**src/sv/pfc_pkg.sv**
```systemverilog
`timescale 1ns / 1ps
// Shared types, constants and helpers for the pump and fan cooling controller.
// No dependencies; every other file of the block imports this package.
package pfc_pkg;

	localparam int TEMP_W    = 12;
	localparam int MS_W      = 10;
	localparam int KICK_W    = 14;
	localparam int DUTY_W    = 10;
	localparam int REG_IDX_W = 3;
	localparam int PADDR_W   = 5;
	localparam int PDATA_W   = 32;

	localparam logic [DUTY_W-1:0] FULL_DUTY   = 10'd1000;
	localparam logic [KICK_W-1:0] ELAPSED_MAX = 14'h3FFF;

	localparam logic [1:0] MODE_HV  = 2'd1;
	localparam logic [1:0] MODE_RUN = 2'd2;

	localparam logic [REG_IDX_W-1:0] REG_LATCH_ON   = 3'd0;
	localparam logic [REG_IDX_W-1:0] REG_LATCH_OFF  = 3'd1;
	localparam logic [REG_IDX_W-1:0] REG_HOT_ON     = 3'd2;
	localparam logic [REG_IDX_W-1:0] REG_HOT_OFF    = 3'd3;
	localparam logic [REG_IDX_W-1:0] REG_KICK_TIME  = 3'd4;
	localparam logic [REG_IDX_W-1:0] REG_FAN_NORMAL = 3'd5;
	localparam logic [REG_IDX_W-1:0] REG_FAN_HOT    = 3'd6;
	localparam logic [REG_IDX_W-1:0] REG_PUMP_NORM  = 3'd7;

	localparam logic signed [TEMP_W-1:0] RST_LATCH_ON  = 12'sd500;
	localparam logic signed [TEMP_W-1:0] RST_LATCH_OFF = 12'sd450;
	localparam logic signed [TEMP_W-1:0] RST_HOT_ON    = 12'sd600;
	localparam logic signed [TEMP_W-1:0] RST_HOT_OFF   = 12'sd550;
	localparam logic [KICK_W-1:0]        RST_KICK_TIME = 14'd500;
	localparam logic [DUTY_W-1:0]        RST_FAN_NORM  = 10'd800;
	localparam logic [DUTY_W-1:0]        RST_FAN_HOT   = 10'd1000;
	localparam logic [DUTY_W-1:0]        RST_PUMP_NORM = 10'd1000;

	typedef struct packed {
		logic signed [TEMP_W-1:0] motor_temp;
		logic [MS_W-1:0]          elapsed_ms;
		logic [1:0]               vehicle_mode;
		logic                     pump_test_request;
		logic                     fan_test_request;
		logic                     pump_fault;
		logic                     fan_fault;
	} in_t;

	typedef struct packed {
		logic [DUTY_W-1:0] pump_duty_out;
		logic [DUTY_W-1:0] fan_duty_out;
		logic              pump_test_active;
		logic              fan_test_active;
		logic              cooling_latched_out;
		logic              drivetrain_hot_out;
	} out_t;

	typedef struct packed {
		logic signed [TEMP_W-1:0] latch_on_temp;
		logic signed [TEMP_W-1:0] latch_off_temp;
		logic signed [TEMP_W-1:0] hot_on_temp;
		logic signed [TEMP_W-1:0] hot_off_temp;
		logic [KICK_W-1:0]        kick_time_ms;
		logic [DUTY_W-1:0]        fan_duty_normal;
		logic [DUTY_W-1:0]        fan_duty_hot;
		logic [DUTY_W-1:0]        pump_duty_normal;
	} cfg_t;

	typedef enum logic [2:0] {
		PH_STOPPED = 3'b001,
		PH_RUNNING = 3'b010,
		PH_EXPIRED = 3'b100
	} phase_t;

	// Clamp a duty register to full scale.
	function automatic logic [DUTY_W-1:0] cap_duty(input logic [DUTY_W-1:0] d);
		return (d > FULL_DUTY) ? FULL_DUTY : d;
	endfunction

endpackage

```
**src/sv/pfc_cfg_regs.sv**
```systemverilog
`timescale 1ns / 1ps
// Configuration register file behind the APB-style port.
// Depends on pfc_pkg for register indexes, reset values and cfg_t.
module pfc_cfg_regs (
	input  logic                         clk,
	input  logic                         arst_n,
	input  logic                         psel,
	input  logic                         penable,
	input  logic                         pwrite,
	input  logic [pfc_pkg::PADDR_W-1:0]  paddr,
	input  logic [pfc_pkg::PDATA_W-1:0]  pwdata,
	output logic [pfc_pkg::PDATA_W-1:0]  prdata,
	output logic                         pready,
	output pfc_pkg::cfg_t                cfg
);
	import pfc_pkg::*;

	cfg_t                  cfg_q;
	logic                  wr_en;
	logic [REG_IDX_W-1:0]  idx;

	assign pready = 1'b1;
	assign wr_en  = psel & penable & pwrite;
	assign idx    = paddr[PADDR_W-1:2];
	assign cfg    = cfg_q;

	always_ff @(posedge clk or negedge arst_n) begin
		if (!arst_n) begin
			cfg_q.latch_on_temp    <= RST_LATCH_ON;
			cfg_q.latch_off_temp   <= RST_LATCH_OFF;
			cfg_q.hot_on_temp      <= RST_HOT_ON;
			cfg_q.hot_off_temp     <= RST_HOT_OFF;
			cfg_q.kick_time_ms     <= RST_KICK_TIME;
			cfg_q.fan_duty_normal  <= RST_FAN_NORM;
			cfg_q.fan_duty_hot     <= RST_FAN_HOT;
			cfg_q.pump_duty_normal <= RST_PUMP_NORM;
		end else if (wr_en) begin
			unique case (idx)
				REG_LATCH_ON:   cfg_q.latch_on_temp    <= $signed(pwdata[TEMP_W-1:0]);
				REG_LATCH_OFF:  cfg_q.latch_off_temp   <= $signed(pwdata[TEMP_W-1:0]);
				REG_HOT_ON:     cfg_q.hot_on_temp      <= $signed(pwdata[TEMP_W-1:0]);
				REG_HOT_OFF:    cfg_q.hot_off_temp     <= $signed(pwdata[TEMP_W-1:0]);
				REG_KICK_TIME:  cfg_q.kick_time_ms     <= pwdata[KICK_W-1:0];
				REG_FAN_NORMAL: cfg_q.fan_duty_normal  <= pwdata[DUTY_W-1:0];
				REG_FAN_HOT:    cfg_q.fan_duty_hot     <= pwdata[DUTY_W-1:0];
				REG_PUMP_NORM:  cfg_q.pump_duty_normal <= pwdata[DUTY_W-1:0];
				default: ;
			endcase
		end
	end

	always_comb begin
		prdata = '0;
		unique case (idx)
			REG_LATCH_ON:   prdata = PDATA_W'(unsigned'(cfg_q.latch_on_temp));
			REG_LATCH_OFF:  prdata = PDATA_W'(unsigned'(cfg_q.latch_off_temp));
			REG_HOT_ON:     prdata = PDATA_W'(unsigned'(cfg_q.hot_on_temp));
			REG_HOT_OFF:    prdata = PDATA_W'(unsigned'(cfg_q.hot_off_temp));
			REG_KICK_TIME:  prdata = PDATA_W'(cfg_q.kick_time_ms);
			REG_FAN_NORMAL: prdata = PDATA_W'(cfg_q.fan_duty_normal);
			REG_FAN_HOT:    prdata = PDATA_W'(cfg_q.fan_duty_hot);
			REG_PUMP_NORM:  prdata = PDATA_W'(cfg_q.pump_duty_normal);
			default:        prdata = '0;
		endcase
	end

endmodule

```
**src/sv/pfc_kick.sv**
```systemverilog
`timescale 1ns / 1ps
// Kick timer of one channel: phase and elapsed count, full-duty boost.
// Depends on pfc_pkg for phase_t and the duty and timer constants.
module pfc_kick (
	input  logic                        clk,
	input  logic                        arst_n,
	input  logic                        upd,
	input  logic [pfc_pkg::MS_W-1:0]    ms,
	input  logic [pfc_pkg::KICK_W-1:0]  kick_time,
	input  logic [pfc_pkg::DUTY_W-1:0]  duty_req,
	output logic [pfc_pkg::DUTY_W-1:0]  duty
);
	import pfc_pkg::*;

	phase_t             phase_q, ph_adv, ph_nxt;
	logic [KICK_W-1:0]  elapsed_q, el_adv, el_nxt;
	logic [KICK_W:0]    sum;
	logic               expired;

	always_comb begin
		// Advance a running timer by this transfer's elapsed time.
		ph_adv = phase_q;
		el_adv = elapsed_q;
		sum    = {1'b0, elapsed_q} + (KICK_W+1)'(ms);
		if (phase_q == PH_RUNNING) begin
			el_adv = sum[KICK_W] ? ELAPSED_MAX : sum[KICK_W-1:0];
			if (el_adv >= kick_time) begin
				ph_adv = PH_EXPIRED;
			end
		end

		expired = (ph_adv != PH_STOPPED) && (ph_adv != PH_RUNNING);
		ph_nxt  = ph_adv;
		el_nxt  = el_adv;
		duty    = duty_req;
		if (duty_req != '0 && !expired) begin
			if (ph_adv != PH_RUNNING) begin
				ph_nxt = PH_RUNNING;
				el_nxt = '0;
			end
			duty = FULL_DUTY;
		end else if (duty_req == '0) begin
			ph_nxt = PH_STOPPED;
			el_nxt = '0;
		end
	end

	always_ff @(posedge clk or negedge arst_n) begin
		if (!arst_n) begin
			phase_q   <= PH_STOPPED;
			elapsed_q <= '0;
		end else if (upd) begin
			phase_q   <= ph_nxt;
			elapsed_q <= el_nxt;
		end
	end

endmodule

```
**src/sv/pfc_ctrl.sv**
```systemverilog
`timescale 1ns / 1ps
// Per-tick control: hysteresis flags, test toggles, enables and duty selection.
// Depends on pfc_pkg and instantiates pfc_kick for pump and fan.
module pfc_ctrl (
	input  logic           clk,
	input  logic           arst_n,
	input  logic           upd,
	input  pfc_pkg::in_t   item,
	input  pfc_pkg::cfg_t  cfg,
	output pfc_pkg::out_t  result
);
	import pfc_pkg::*;

	logic               cooling_q, hot_q, pump_test_q, fan_test_q;
	logic               prev_pump_req_q, prev_fan_req_q;
	logic               cooling_n, hot_n, pump_test_n, fan_test_n;
	logic               en_pump, en_fan;
	logic [DUTY_W-1:0]  sel_pump, sel_fan, req_pump, req_fan, duty_pump, duty_fan;

	always_comb begin
		cooling_n = cooling_q ? (item.motor_temp > cfg.latch_off_temp)
		                      : (item.motor_temp > cfg.latch_on_temp);

		pump_test_n = pump_test_q ^ (!prev_pump_req_q && item.pump_test_request);
		fan_test_n  = fan_test_q ^ (!prev_fan_req_q && item.fan_test_request);
		if (item.pump_fault) pump_test_n = 1'b0;
		if (item.fan_fault)  fan_test_n  = 1'b0;

		// Clear test runs after set test, so clear wins on overlap.
		hot_n = hot_q;
		if (item.motor_temp > cfg.hot_on_temp)  hot_n = 1'b1;
		if (item.motor_temp < cfg.hot_off_temp) hot_n = 1'b0;

		sel_fan  = fan_test_n ? FULL_DUTY
		         : cap_duty(hot_n ? cfg.fan_duty_hot : cfg.fan_duty_normal);
		sel_pump = pump_test_n ? FULL_DUTY : cap_duty(cfg.pump_duty_normal);

		en_pump = (item.vehicle_mode == MODE_HV || item.vehicle_mode == MODE_RUN
		           || pump_test_n || cooling_n) && !item.pump_fault;
		en_fan  = (item.vehicle_mode == MODE_RUN || fan_test_n || cooling_n)
		          && !item.fan_fault;

		req_pump = en_pump ? sel_pump : '0;
		req_fan  = en_fan ? sel_fan : '0;
	end

	pfc_kick u_pump_kick (
		.clk       (clk),
		.arst_n    (arst_n),
		.upd       (upd),
		.ms        (item.elapsed_ms),
		.kick_time (cfg.kick_time_ms),
		.duty_req  (req_pump),
		.duty      (duty_pump)
	);

	pfc_kick u_fan_kick (
		.clk       (clk),
		.arst_n    (arst_n),
		.upd       (upd),
		.ms        (item.elapsed_ms),
		.kick_time (cfg.kick_time_ms),
		.duty_req  (req_fan),
		.duty      (duty_fan)
	);

	always_ff @(posedge clk or negedge arst_n) begin
		if (!arst_n) begin
			cooling_q       <= 1'b0;
			hot_q           <= 1'b0;
			pump_test_q     <= 1'b0;
			fan_test_q      <= 1'b0;
			prev_pump_req_q <= 1'b0;
			prev_fan_req_q  <= 1'b0;
		end else if (upd) begin
			cooling_q       <= cooling_n;
			hot_q           <= hot_n;
			pump_test_q     <= pump_test_n;
			fan_test_q      <= fan_test_n;
			prev_pump_req_q <= item.pump_test_request;
			prev_fan_req_q  <= item.fan_test_request;
		end
	end

	assign result.pump_duty_out       = duty_pump;
	assign result.fan_duty_out        = duty_fan;
	assign result.pump_test_active    = pump_test_n;
	assign result.fan_test_active     = fan_test_n;
	assign result.cooling_latched_out = cooling_n;
	assign result.drivetrain_hot_out  = hot_n;

endmodule

```
**src/sv/pump_fan_cooling_controller.sv**
```systemverilog
`timescale 1ns / 1ps
// Pump and fan cooling controller. Each input transfer is one periodic control
// tick (motor temperature, elapsed ms, vehicle mode, test requests, driver
// faults) and yields exactly one result transfer with pump and fan duty in
// per-mille, the test-mode states and the two hysteresis flags. The block
// takes one tick per clock cycle while the result side does not stall; each
// tick passes through the input register, then the result register. The
// flag, test-mode and kick-timer state is updated as each tick moves into
// the result register. A held result blocks the next tick from entering the
// input register only while that register is full. Configuration registers
// (APB, byte address 4*index) are to be written by the user only while the
// block is idle; the block does not enforce this. Reads return the register
// bits zero-extended. Depends on pfc_pkg, pfc_cfg_regs, pfc_ctrl and pfc_kick.
module pump_fan_cooling_controller (
	input  logic                         clk,
	input  logic                         arst_n,
	// Tick input channel
	input  logic                         in_valid,
	output logic                         in_stall,
	input  pfc_pkg::in_t                 in_data,
	// Result channel
	output logic                         out_valid,
	input  logic                         out_stall,
	output pfc_pkg::out_t                out_data,
	// Configuration port
	input  logic                         psel,
	input  logic                         penable,
	input  logic                         pwrite,
	input  logic [pfc_pkg::PADDR_W-1:0]  paddr,
	input  logic [pfc_pkg::PDATA_W-1:0]  pwdata,
	output logic [pfc_pkg::PDATA_W-1:0]  prdata,
	output logic                         pready
);
	import pfc_pkg::*;

	cfg_t  cfg;
	in_t   item_s1;
	logic  valid_s1;
	out_t  res_q;
	logic  res_valid_q;
	out_t  result;
	logic  out_free;
	logic  advance;
	logic  in_xfer;

	pfc_cfg_regs u_cfg (
		.clk     (clk),
		.arst_n  (arst_n),
		.psel    (psel),
		.penable (penable),
		.pwrite  (pwrite),
		.paddr   (paddr),
		.pwdata  (pwdata),
		.prdata  (prdata),
		.pready  (pready),
		.cfg     (cfg)
	);

	// The result register is free when empty or when its transfer completes now.
	assign out_free = !res_valid_q || !out_stall;
	// Move the tick from the input register into the result register, and
	// commit its state update at the same edge.
	assign advance  = valid_s1 && out_free;
	// Stall upstream only while the input register holds a tick that cannot move.
	assign in_stall = valid_s1 && !out_free;
	assign in_xfer  = in_valid && !in_stall;

	always_ff @(posedge clk or negedge arst_n) begin
		if (!arst_n) begin
			valid_s1 <= 1'b0;
		end else if (in_xfer) begin
			valid_s1 <= 1'b1;
		end else if (advance) begin
			valid_s1 <= 1'b0;
		end
	end

	// Payload registers: load only, no reset.
	always_ff @(posedge clk) begin
		if (in_xfer) begin
			item_s1 <= in_data;
		end
	end

	pfc_ctrl u_ctrl (
		.clk    (clk),
		.arst_n (arst_n),
		.upd    (advance),
		.item   (item_s1),
		.cfg    (cfg),
		.result (result)
	);

	always_ff @(posedge clk or negedge arst_n) begin
		if (!arst_n) begin
			res_valid_q <= 1'b0;
		end else if (advance) begin
			res_valid_q <= 1'b1;
		end else if (!out_stall) begin
			res_valid_q <= 1'b0;
		end
	end

	// Hold the result while the downstream stalls.
	always_ff @(posedge clk) begin
		if (advance) begin
			res_q <= result;
		end
	end

	assign out_valid = res_valid_q;
	assign out_data  = res_q;

endmodule

```
**config.mk**
```make
export PLATFORM = sky130hd
export DESIGN_NAME = pump_fan_cooling_controller
export DESIGN_NICKNAME = d
export VERILOG_FILES = /design/src/sv/pfc_pkg.sv /design/src/sv/pfc_cfg_regs.sv /design/src/sv/pfc_kick.sv /design/src/sv/pfc_ctrl.sv /design/src/sv/pump_fan_cooling_controller.sv
export SDC_FILE = /design/constraint.sdc
export NUM_CORES = 1
export LEC_CHECK = 0
export ABC_AREA = 1
export BUFFER_PORTS_ARGS = -buffer_cell sky130_fd_sc_hd__buf_2
export CAP_MARGIN = 20
export CORE_MARGIN = 3
export CORE_UTILIZATION = 40
export CTS_CLUSTER_SIZE = 30
export DETAILED_ROUTE_END_ITERATION = 7
export GPL_TIMING_DRIVEN = 0
export PLACE_DENSITY = 0.57
export SKIP_LAST_GASP = 1
export SLEW_MARGIN = 20
export SYNTH_ARGS = -nofsm -noshare
export SYNTH_HDL_FRONTEND = slang
export SYNTH_SLANG_ARGS = --single-unit
```
**constraint.sdc**
```tcl
create_clock -name clk -period 5.3 [get_ports clk]
set_input_delay 1.06 -clock clk [delete_from_list [all_inputs] [get_ports clk]]
set_output_delay 1.06 -clock clk [all_outputs]
set_load 0.03 [all_outputs]
```
==> flow_metrics.py <==
metrics = {
    "status": {
        "status": "finished, final reports clean",
    },
    "setup_path": {
        "startpoint": "item_s1[6]",
        "reg2reg_depth": 30,
        "crit_path_end_kind": "flop",
        "slowest_stage": "edfxtp_1",
        "max_stage_delay_ns": 0.43,
        "critPathKind": "reg -> reg",
        "regToRegStartpoint": "item_s1[6]",
        "r2r-end": "u_ctrl.u_fan_kick.elapsed_q[9]",
        "cp.arrival_ns": 5.19,
        "crit_top_cell": "nand2_1",
        "start_kind": "flop",
        "rrSetupSlack_ns": 0.44,
        "critPathMaxFanout": 10,
        "critical_path_required_ns": 5.62,
    },
    "final_layout": {
        "final_util_pct": 46.9,
        "fillCellCount": 2749,
        "drive_gt1_share_pct": 14.8,
        "nNetsFinal": 1705,
        "multi_input_area_sq_um": 5450,
        "seq_area_sq_um": 4970,
        "area_growth_syn_to_layout_pct": 15.0,
    },
    "cts": {
        "cts_hold_buf": 0,
        "cts_num_sinks": 186,
        "cts_tree": "built",
        "cts_buffers": 17,
        "clkTransAtPathRegs_ns": 0.07,
        "h-tree-depth": 4,
        "clk_latency_ns": 0.44,
        "cts-root-buf": "clkbuf_16",
        "cts.path.max_buffers": 2,
    },
    "timing": {
        "skew_ns": 0.0104,
        "hold_violations": 0,
        "tightest_slew_ns": 0.933,
        "fmax_mhz": 206,
        "fin_crit_sh_pct": 91.8,
        "slew_headroom_pct": 37.3,
        "setup_tns_ns": 0,
        "fin_crit_ns": 4.86,
        "setup_viol": 0,
        "maxSlewViolCount": 0,
    },
    "min_path": {
        "whs_path_depth": 2,
        "min_to": "out_valid",
        "min-delay-start": "valid_s1",
        "hp-class": "reg -> reg",
    },
    "global_route": {
        "antenna_found_initial": 0,
        "grt_usage_pct": 21.9,
        "overflow": 0,
        "grt_pass1_wl_microns": 52300,
        "grt_max_degree": 71,
        "first_global_vias": 9409,
    },
    "logic_synthesis": {
        "ys_async_sr_fraction_pct": 72.0,
        "ys_ff_latch": 186,
        "netlist_area_sq_um": 11400,
        "synth_edf_count": 52,
        "yosys.area_share.simple_pct": 20.0,
        "yosysSeqAreaShare_pct": 43.8,
        "yosys.area_share.adder_pct": 10.9,
        "synth.avg_cell_area_sq_um": 8.10,
        "yosysWarnings": 0,
        "ys_types": 48,
        "synth-compound-area-share_pct": 14.6,
        "synth_top_family_by_area": "simple AND/OR/NAND/NOR gates",
        "syn_inst": 1402,
        "synthFlopType": "dfrtp_1",
        "synthMuxAreaShare_pct": 0.287,
        "synth-xor-area-share_pct": 1.16,
    },
    "floorplan": {
        "ios": 131,
        "start_util_pct": 40.7,
        "die_h_microns": 174,
        "fp.dieArea_sq_um": 30400,
        "rows": 61,
        "core_area_sq_um": 27900,
        "die_w_microns": 174,
    },
    "power": {
        "power.density_nw_per_um2": 453,
        "combPwrFrac_pct": 43.2,
        "switchingPower_w": 0.00248,
        "sequentialPowerShare_pct": 35.3,
        "ir_drop_v": 0.000213,
        "internal_power_w": 0.00343,
        "p_clk_share_pct": 21.5,
        "power.leakage_nw": 6.42,
        "swShare_pct": 42.0,
    },
    "route": {
        "wirelength_microns": 32300,
        "drt_pre_antenna_iters": 5,
        "drcViolationCount": 0,
        "ant_nets": 0,
        "num_vias": 9739,
        "drtIter0Drc": 664,
        "wl_per_cell_microns": 16.7,
        "vias_per_cell": 5.05,
    },
    "place": {
        "gp_congestion": 0.883,
        "numPortBuffers": 91,
        "hpwl_microns": 25100,
    },
    "run": {
        "cap_viol_max_count": 0,
    },
}
## per-stage QoR
stage | setup slack, ns | total power [W] | hold WS, ns | area, sq um | std cells
2_1_floorplan | 0.782 | 0.00390 | 0.434 | 11400 | 1419
4_1_cts | 0.0371 | 0.00589 | 0.473 | 13000 | 1922
6_report | 0.436 | 0.00591 | 0.468 | 13100 | 1927
5_1_grt | -0.0331 | 0.00642 | 0.501 | 13100 | 1926
3_3_place_gp | -0.394 | 0.00454 | 0.451 | 12300 | 1888
3_5_place_dp | -0.351 | 0.00460 | 0.460 | 12400 | 1890
## cells in the final DEF (no fill, tap or decap), drive strengths merged, types with 3 or more instances in the layout
| master | n |
|---|---|
| edfxtp | 52 |
| a21boi | 5 |
| o22ai | 28 |
| nand3 | 74 |
| ha | 96 |
| nand2 | 363 |
| or2 | 5 |
| conb | 19 |
| xor2 | 7 |
| buf | 124 |
| nor2 | 75 |
| a31oi | 5 |
| a221oi | 3 |
| inv | 194 |
| a21oi | 66 |
| clkinvlp | 3 |
| o211ai | 14 |
| nor3 | 15 |
| o21ai | 163 |
| dfrtp | 93 |
| clkbuf | 50 |
| a21o | 3 |
| nand4 | 9 |
| xnor2 | 8 |
| dfstp | 41 |
| o31ai | 3 |
| clkinv | 7 |
| a211oi | 5 |
## cell families (layout without fill, tap and decap cells)
family,count (synthesis),in the layout
other,2,20
and+or+nand+nor,547,547
muxes,3,3
AOI/OAI and AO/OA,301,301
xor gates and xnor gates,15,15
adders and majority gates,98,98
DFF,186,186
buffers and inverters,250,379
## metal layers
metal / track usage (%) / routed length (microns) / share of wire, %
met5: 0 / 0 / 0
met4: 4.52 / 390 / 1.2
met3: 3.49 / 2020 / 6.3
met2: 32.5 / 13700 / 43
met1: 33.5 / 16100 / 50
## final cells by class
| type | count | share of cell area, % |
|---|---|---|
| Inverter | 191 | 5.49 |
| Timing Repair Buffer | 97 | 4.16 |
| Tap cell | 378 | 3.62 |
| Clock inverter | 14 | 1.07 |
| Sequential cell | 186 | 38.0 |
| Buffer | 59 | 2.52 |
| Antenna cell | 1 | 0.0192 |
| Clock buffer | 18 | 3.29 |
| Multi-Input combinational cell | 983 | 41.8 |
## power groups by stage
stage	clock, W	combinational, W	sequential (W)
after floorplan	0	0.00175	0.00215
after global placement	0	0.00244	0.00210
after detailed placement	0	0.00250	0.00210
after CTS	0.00130	0.00251	0.00208
after global routing	0.00136	0.00294	0.00213
final	0.00127	0.00256	0.00209
## how the worst max path moves through the flow
stage,end,slack (ns)
2_1_floorplan,out_data[6],0.78
3_3_place_gp,u_ctrl.u_fan_kick.elapsed_q[4],-0.39
3_5_place_dp,u_ctrl.u_fan_kick.elapsed_q[9],-0.35
4_1_cts,u_ctrl.u_fan_kick.elapsed_q[9],0.04
5_1_grt,u_ctrl.u_fan_kick.elapsed_q[7],-0.03
6_report,u_ctrl.u_fan_kick.elapsed_q[9],0.44
## synth_stat cells, types with 3 or more instances
| library cell | count | share of area, % |
|---|---|---|
| a211oi_1 | 5 | 0.33 |
| a21boi_0 | 5 | 0.33 |
| a21o_1 | 3 | 0.20 |
| a21oi_1 | 66 | 2.9 |
| a221oi_1 | 3 | 0.23 |
| a31oi_1 | 5 | 0.28 |
| buf_2 | 3 | 0.13 |
| buf_4 | 20 | 1.3 |
| buf_6 | 3 | 0.30 |
| clkbuf_1 | 33 | 1.1 |
| dfrtp_1 | 93 | 21 |
| dfstp_2 | 41 | 9.5 |
| edfxtp_1 | 52 | 14 |
| ha_1 | 96 | 11 |
| inv_1 | 187 | 6.2 |
| nand2_1 | 356 | 12 |
| nand2_2 | 3 | 0.17 |
| nand2_4 | 4 | 0.40 |
| nand3_1 | 73 | 3.2 |
| nand4_1 | 9 | 0.50 |
| nor2_1 | 71 | 2.3 |
| nor2_2 | 4 | 0.22 |
| nor3_1 | 15 | 0.66 |
| o211ai_1 | 14 | 0.93 |
| o21ai_0 | 158 | 7.0 |
| o21ai_1 | 4 | 0.18 |
| o22ai_1 | 28 | 1.5 |
| o31ai_1 | 3 | 0.20 |
| or2_2 | 5 | 0.28 |
| xnor2_1 | 8 | 0.62 |
| xor2_1 | 7 | 0.54 |
## what timing repair did
| action | CTS | global route |
|---|---|---|
| endpoints found under the setup margin | 25 | 46 |
| resized for setup | 3 | 18 |
| buffers inserted | 0 | 4 |
| hold endpoints to repair | 0 | 0 |
| pin swaps | 0 | 3 |
## state kept, by name, indices dropped and copies added (netlist names)
signal / cells
u_ctrl.u_pump_kick.phase_q: 3
out_data: 24
item_s1: 28
u_ctrl.prev_fan_req_q: 1
u_ctrl.hot_q: 1
u_cfg.cfg: 92
valid_s1: 1
u_ctrl.prev_pump_req_q: 1
u_ctrl.cooling_q: 1
u_ctrl.u_pump_kick.elapsed_q: 14
u_ctrl.u_fan_kick.elapsed_q: 14
u_ctrl.u_fan_kick.phase_q: 3
out_valid: 1
u_ctrl.pump_test_q: 1
u_ctrl.fan_test_q: 1
## critical path: cells and delay by family, from the launching register on
family / cells / cell delay (ns)
buffers and inverters: 5 / 0.64
adder cells (fa/ha/maj): 3 / 0.84
AO/OA/AOI/OAI: 11 / 1.35
flip-flops: 1 / 0.43
AND/OR/NAND/NOR: 11 / 1.50
Power figures use the tool's default switching activity.
